<file path="src/sv/tcw_pkg.sv">
// Shared constants, types and codes for the text console character writer.
`timescale 1ns / 1ps
package tcw_pkg;

  localparam int COLUMNS  = 80;
  localparam int ROWS     = 25;
  localparam int CELLS    = ROWS * COLUMNS;
  localparam int COPY_N   = (ROWS - 1) * COLUMNS;
  localparam int COL_W    = $clog2(COLUMNS);
  localparam int ROW_W    = $clog2(ROWS);
  localparam int ADDR_W   = $clog2(CELLS);
  localparam int CNT_W    = $clog2(CELLS + 1);
  localparam int LOC_W    = 11;
  localparam int TAB_STEP = 8;

  localparam logic [7:0] CH_BACKSPACE = 8'h08;
  localparam logic [7:0] CH_TAB       = 8'h09;
  localparam logic [7:0] CH_NEWLINE   = 8'h0A;
  localparam logic [7:0] CH_RETURN    = 8'h0D;
  localparam logic [7:0] CH_SPACE     = 8'h20;

  localparam logic CFG_DEFAULT_FG = 1'b0;
  localparam logic CFG_DEFAULT_BG = 1'b1;

  typedef enum logic [1:0] {
    CMD_WRITE_DEFAULT = 2'd0,
    CMD_WRITE_COLOR   = 2'd1,
    CMD_CLEAR         = 2'd2,
    CMD_READ          = 2'd3
  } cmd_t;

  typedef enum logic [1:0] {
    ST_IDLE,
    ST_SWEEP,
    ST_DONE
  } state_t;

  typedef struct packed {
    logic accept;
    logic sweep;
  } ctl_t;

  typedef struct packed {
    logic need_sweep;
    logic sweep_last;
  } stat_t;

endpackage

</file>
<file path="src/sv/tcw_ctrl.sv">
// Sequencer for command accept, screen sweep (scroll or clear) and result beat.
`timescale 1ns / 1ps
module tcw_ctrl
  import tcw_pkg::*;
(
  input  logic  clk,
  input  logic  rst,
  input  logic  start,
  input  stat_t stat,
  output ctl_t  ctl,
  output logic  busy,
  output logic  done
);

  state_t state;
  state_t state_next;

  always_ff @(posedge clk) begin
    if (rst) begin
      state <= ST_IDLE;
    end else begin
      state <= state_next;
    end
  end

  always_comb begin
    state_next = state;
    case (state)
      ST_IDLE: begin
        if (start) begin
          state_next = stat.need_sweep ? ST_SWEEP : ST_DONE;
        end
      end
      ST_SWEEP: begin
        if (stat.sweep_last) begin
          state_next = ST_DONE;
        end
      end
      ST_DONE: begin
        state_next = ST_IDLE;
      end
      default: begin
        state_next = ST_IDLE;
      end
    endcase
  end

  // No beat is taken while reset is held.
  always_comb begin
    ctl.accept = 1'b0;
    ctl.sweep  = 1'b0;
    busy       = 1'b1;
    done       = 1'b0;
    case (state)
      ST_IDLE: begin
        ctl.accept = start && !rst;
        busy       = rst;
      end
      ST_SWEEP: begin
        ctl.sweep = 1'b1;
      end
      ST_DONE: begin
        done = 1'b1;
      end
      default: begin
        busy = 1'b1;
      end
    endcase
  end

endmodule

</file>
<file path="config.mk">
export PLATFORM = sky130hd
export DESIGN_NAME = tcw_ctrl
export DESIGN_NICKNAME = d
export VERILOG_FILES = /design/src/sv/tcw_pkg.sv /design/src/sv/tcw_ctrl.sv
export SDC_FILE = /design/constraint.sdc
export NUM_CORES = 1
export LEC_CHECK = 0
export BUFFER_PORTS_ARGS = -buffer_cell sky130_fd_sc_hd__buf_2
export CAP_MARGIN = 15
export CORE_AREA = 2 2 39 41
export CTS_CLUSTER_SIZE = 30
export DETAILED_ROUTE_END_ITERATION = 6
export DIE_AREA = 0 0 41 43
export PLACE_DENSITY = 0.34
export SKIP_CTS_REPAIR_TIMING = 1
export SYNTH_ARGS = -nofsm -noshare
export SYNTH_HDL_FRONTEND = slang
export SYNTH_SLANG_ARGS = --single-unit
</file>
<file path="constraint.sdc">
create_clock -name clk -period 1 [get_ports clk]
set_input_delay 0.1 -clock clk [delete_from_list [all_inputs] [get_ports clk]]
set_output_delay 0.1 -clock clk [all_outputs]
set_load 0.01 [all_outputs]
</file>
==> results of run 1 <==
==> final timing paths <==
kind	from	end	slack (ns)	depth (start not counted)
setup / recovery	state[1]	ctl[1]	-0.19	3
hold / removal	rst	state[1]	0.08	2
setup reg to reg	state[0]	state[0]	0.04	3
hold reg to reg	state[1]	state[1]	0.54	2
==> area by class of cell <==
cell class / count / share of cell area, %
clock buffer: 3 / 9.68
inverter: 1 / 1.61
multi-input combinational: 10 / 33.9
sequential: 2 / 17.7
tap: 16 / 8.60
timing repair buffer: 11 / 28.5
==> logic make-up (layout without fill, tap and decap cells) <==
group | after synthesis | count (layout)
flops | 2 | 2
buf+inv | 1 | 15
simple gates | 8 | 8
compound gates | 2 | 2
==> stage by stage <==
| stage | hold WS, ns | setup TNS (ns) | std cells |
|---|---|---|---|
| after floorplan | 0.165 | 0 | 13 |
| after CTS | 0.0702 | -0.600 | 43 |
| after global routing | 0.0824 | -0.629 | 43 |
| final | 0.0790 | -0.366 | 43 |
| after global placement | 0.299 | -0.00137 | 40 |
| after detailed placement | 0.312 | -0.0139 | 40 |
==> power by group <==
part | switching (µW) | internal [µW] | total, µW
Clock | 45.5 | 132 | 178
Sequential | 3.48 | 85.6 | 89.1
Combinational | 28.0 | 37.0 | 64.9
==> worst register-to-register path, cell delays in order (launching register included) <==
cell and delay (ns):
dfxtp_2 0.34, buf_4 0.12, or2b_1 0.22, a211oi_1 0.19
==> layer usage <==
| layer | share of wire [%] | global-route usage, % |
|---|---|---|
| met1 | 48 | 6.07 |
| met2 | 30 | 6.56 |
| met3 | 18 | 4.71 |
| met4 | 3.3 | 8.00 |
| met5 | 0 | 0 |
==> reports/qor.txt, run 1 <==
status: finished, violations left
failing checks: setup timing
final hold vios: 0
num rows: 14
DR vias: 140
Yosys top cell area share: 34.8%
number of flip-flops in the largest register: 2
largest registers: state: 2 flops
Synth Flop Type: dfxtp_1
Synth Net Count: 18
Via-to-Cell Ratio: 3.26
pwr dens: 1430 nW/µm²
global route overflow: 0
CTS clk-pin slew, worst paths: 0.03 ns
mux cell area share after synthesis: 0%
most common cell after layout, fill and taps aside: buf_2
FILL cells: 157
Sink Count: 2
most flop-heavy register: state
commonest non-fill, non-tap cells in the layout: 8 x buf_2, 3 x clkbuf_4, 2 x buf_4
Die Area: 1760 µm²
fmax: 840 MHz
EDFF count, synth: 0
global-route wire length before repair: 627 µm
largest family of logic cells by synthesized area: simple AND/OR/NAND/NOR gates
worst clock skew: 0.00367 ns
Final WS setup: -0.191 ns
gr usage total: 6.11%
syn avg cell area: 8.85 µm²
Worst EP required: 0.90 ns
Unique masters post-synth: 12
Post-Layout Inst Area: 233 µm²
Final ANT Viol Nets: 0
Synth-to-Final Area Change: 102%
CP Launch Type: register
worst path arrival time: 1.09 ns
XOR/XNOR Fraction of Synth Area: 0%
most numerous cell in the Yosys netlist: dfxtp_1
vias in the first global route: 157
Adder-Cell Fraction of Synth Area: 0%
DRT Pass-1 Iters: 1
TritonCTS buffer count: 3
final design utilization: 16.8%
Post-Synth Simple-Gate Area: 44.6%
highest ir drop seen on vdd: 0.454 mV
pre-CTS setup slack: -0.0139 ns
final WL: 337 µm
cell family with most CP delay: simple AND/OR/NAND/NOR gates
WP buf/inv: 1
Max FO, Critical Path: 2
CORE AREA: 1380 µm²
Syn. warnings: 0
H-tree depth: 1
io pins: 9
CTS Root Cell: clkbuf_4
Die Span Y: 43 µm
Synth Area in Compound Gates: 17.4%
gpl congestion: 0.585
Post-Synthesis Cells: 13
DRC: 0
Final Power: 332 µW
Slew HR: 88.1%
Initial Util: 8.32%
Reg area: 41.3 µm²
count of final setup violators: 3
largest net degree at the start of global routing: 5
top post-synthesis cells by area: dfxtp_1 35%, a211oi_2 11%, or3b_1 7.6%
Initial DRC Count: 0
Min-Delay Path Class: in2reg
cell taking the most area after synthesis: dfxtp_1
Post-Syn Area: 115 µm²
Final Cycle Share: 119%
critical path type: reg2out
Clock Latency Late Sink: 0.23 ns
max-slew violations: 0
Max stage delay cell, worst path: or3_4
Bufs on Longest Clock Path: 2
post-synthesis register bit count: 2
sequential share of the synthesized area: 34.8%
CP max stage delay: 0.37 ns
Placed Area: 205 µm²
Die Wd: 41 µm
RSZ-0062 raised after global routing: yes
Avg WL per Cell: 7.84 µm
Worst Tran Pin Value: 0.178 ns
Port Buffers: 8
antenna cells: 0
Async SR Flop Fraction: 0%
Leakage: 0.000113 µW
Max Cap Viol: 0
Worst Setup End Kind: primary output
clock period minus worst slack: 1.19 ns
footprint of the multi-input gates: 78.8 µm²
Layout Nets: 34
CTS tree: built
share of post-route cells with drive strength above 1: 66.7%
antenna violations before repair: 0
Critical Path, Cell by Cell: or3_4 -> nor2_2 -> buf_2
Power figures use the tool's default switching activity.
==> run 2: changes to the inputs <==
==> constraint.sdc (replaced) <==
create_clock -name clk -period 1.1 [get_ports clk]
set_input_delay 0.11 -clock clk [delete_from_list [all_inputs] [get_ports clk]]
set_output_delay 0.11 -clock clk [all_outputs]
set_load 0.01 [all_outputs]
==> reports/qor.txt, run 2 (synthesis gave the netlist of run 1 again) <==
Die Span Y: 43 µm
Avg WL per Cell: 7.83 µm
commonest non-fill, non-tap cells in the layout: 8 x buf_2, 3 x clkbuf_4, 2 x buf_4
Worst Tran Pin Value: 0.175 ns
io pins: 9
fmax: 829 MHz
CP max stage delay: 0.37 ns
Leakage: 0.000107 µW
met3 WL post-DR: 54 µm
Reg-to-Reg End: state[1]
Final WS setup: -0.107 ns
pre-CTS setup slack: 0.0326 ns
Worst EP required: 0.99 ns
H-tree depth: 1
most flop-heavy register: state
Initial DRC Count: 2
status: finished, violations left
worst clock skew: 0.00166 ns
DR vias: 138
highest ir drop seen on vdd: 0.210 mV
pwr dens: 1340 nW/µm²
Max Cap Viol: 0
Die Area: 1760 µm²
largest registers: state: 2 flops
Synth-to-Final Area Change: 92.4%
RSZ-0062 raised after global routing: yes
Critical Path, Cell by Cell: or3_4 -> nor2_2 -> buf_2
Slew HR: 88.2%
Worst Setup End Kind: primary output
CTS tree: built
CP Launch Type: register
share of post-route cells with drive strength above 1: 65.4%
Port Buffers: 8
Final ANT Viol Nets: 0
Fin Hold WS: 0.0860 ns
TritonCTS buffer count: 3
Worst Hold End: state[1]
critical path type: reg2out
most common cell after layout, fill and taps aside: buf_2
num rows: 14
gpl congestion: 0.589
Via-to-Cell Ratio: 3.29
vias in the first global route: 127
CTS Root Cell: clkbuf_4
DR WL met2: 107 µm
Final Cycle Share: 110%
wl on met1: 160 µm
Top Layer Used: met4
largest net degree at the start of global routing: 6
final hold vios: 0
final WL: 329 µm
R2R depth: 2
Max FO, Critical Path: 2
gr usage total: 4.80%
post-route setup TNS: -0.155 ns
number of flip-flops in the largest register: 2
count of final setup violators: 2
DRT Pass-1 Iters: 2
Min-Delay Path Class: in2reg
max-slew violations: 0
Clock Latency Late Sink: 0.22 ns
FILL cells: 160
antenna violations before repair: 0
worst min-delay path startpoint: rst
clock period minus worst slack: 1.21 ns
failing checks: setup timing
Sink Count: 2
Die Wd: 41 µm
CTS clk-pin slew, worst paths: 0.03 ns
DRC: 0
Initial Util: 8.32%
R2R Path Start: state[0]
global-route wire length before repair: 469 µm
final design utilization: 16.0%
worst path arrival time: 1.10 ns
antenna cells: 0
R2R Setup Slk: 0.11 ns
Layout Nets: 33
Max stage delay cell, worst path: or3_4
CORE AREA: 1380 µm²
Bufs on Longest Clock Path: 2
hold depth: 2
global route overflow: 0
==> run 2: cell count changes in the layout (fill, tap and decap cells not counted), sizes merged <==
cell	change
buf	-1
==> run 2: through the flow <==
step	instances	instance area (µm²)	power [µW]
after floorplan	13	115	104
after global placement	39	190	130
final	42	221	296
after CTS	42	213	300
after global routing	42	221	312
after detailed placement	39	190	132
==> run 2: worst max-delay path, delay by kind of cell, from the launching register on <==
family        cells  cell delay (ns)
buf+inv           1             0.13
flops             1             0.30
simple gates      2             0.45
==> run 2: power breakdown <==
| group | switching (µW) | total [µW] | internal (µW) |
|---|---|---|---|
| clock | 40.1 | 160 | 120 |
| combinational | 24.3 | 54.5 | 30.1 |
| sequential | 3.19 | 81.0 | 77.8 |
==> run 2: layer usage <==
layer,GRT usage (%),vias up
li1,-,72
met1,5.10,55
met2,4.38,9
met3,3.14,2
met4,8.00,0
met5,0,-
==> run 2: worst max-delay path by stage <==
| stage | start | end | slack, ns | cells past startpoint |
|---|---|---|---|---|
| CTS | state[0] | ctl[1] | -0.21 | 3 |
| finish | state[1] | ctl[1] | -0.11 | 3 |
| floorplan | state[0] | ctl[1] | 0.05 | 2 |
| detailed placement | state[0] | ctl[1] | 0.03 | 3 |
| global route | state[1] | ctl[1] | -0.14 | 3 |
| global placement | state[0] | ctl[1] | 0.04 | 3 |
==> run 2: cell type report <==
cell class | count | area, µm² | area share, %
multi-input combinational | 10 | 78.8 | 35.6
timing repair buffer | 10 | 55.1 | 24.9
sequential | 2 | 41.3 | 18.6
clock buffer | 3 | 22.5 | 10.2
tap | 16 | 20.0 | 9.04
inverter | 1 | 3.75 | 1.69
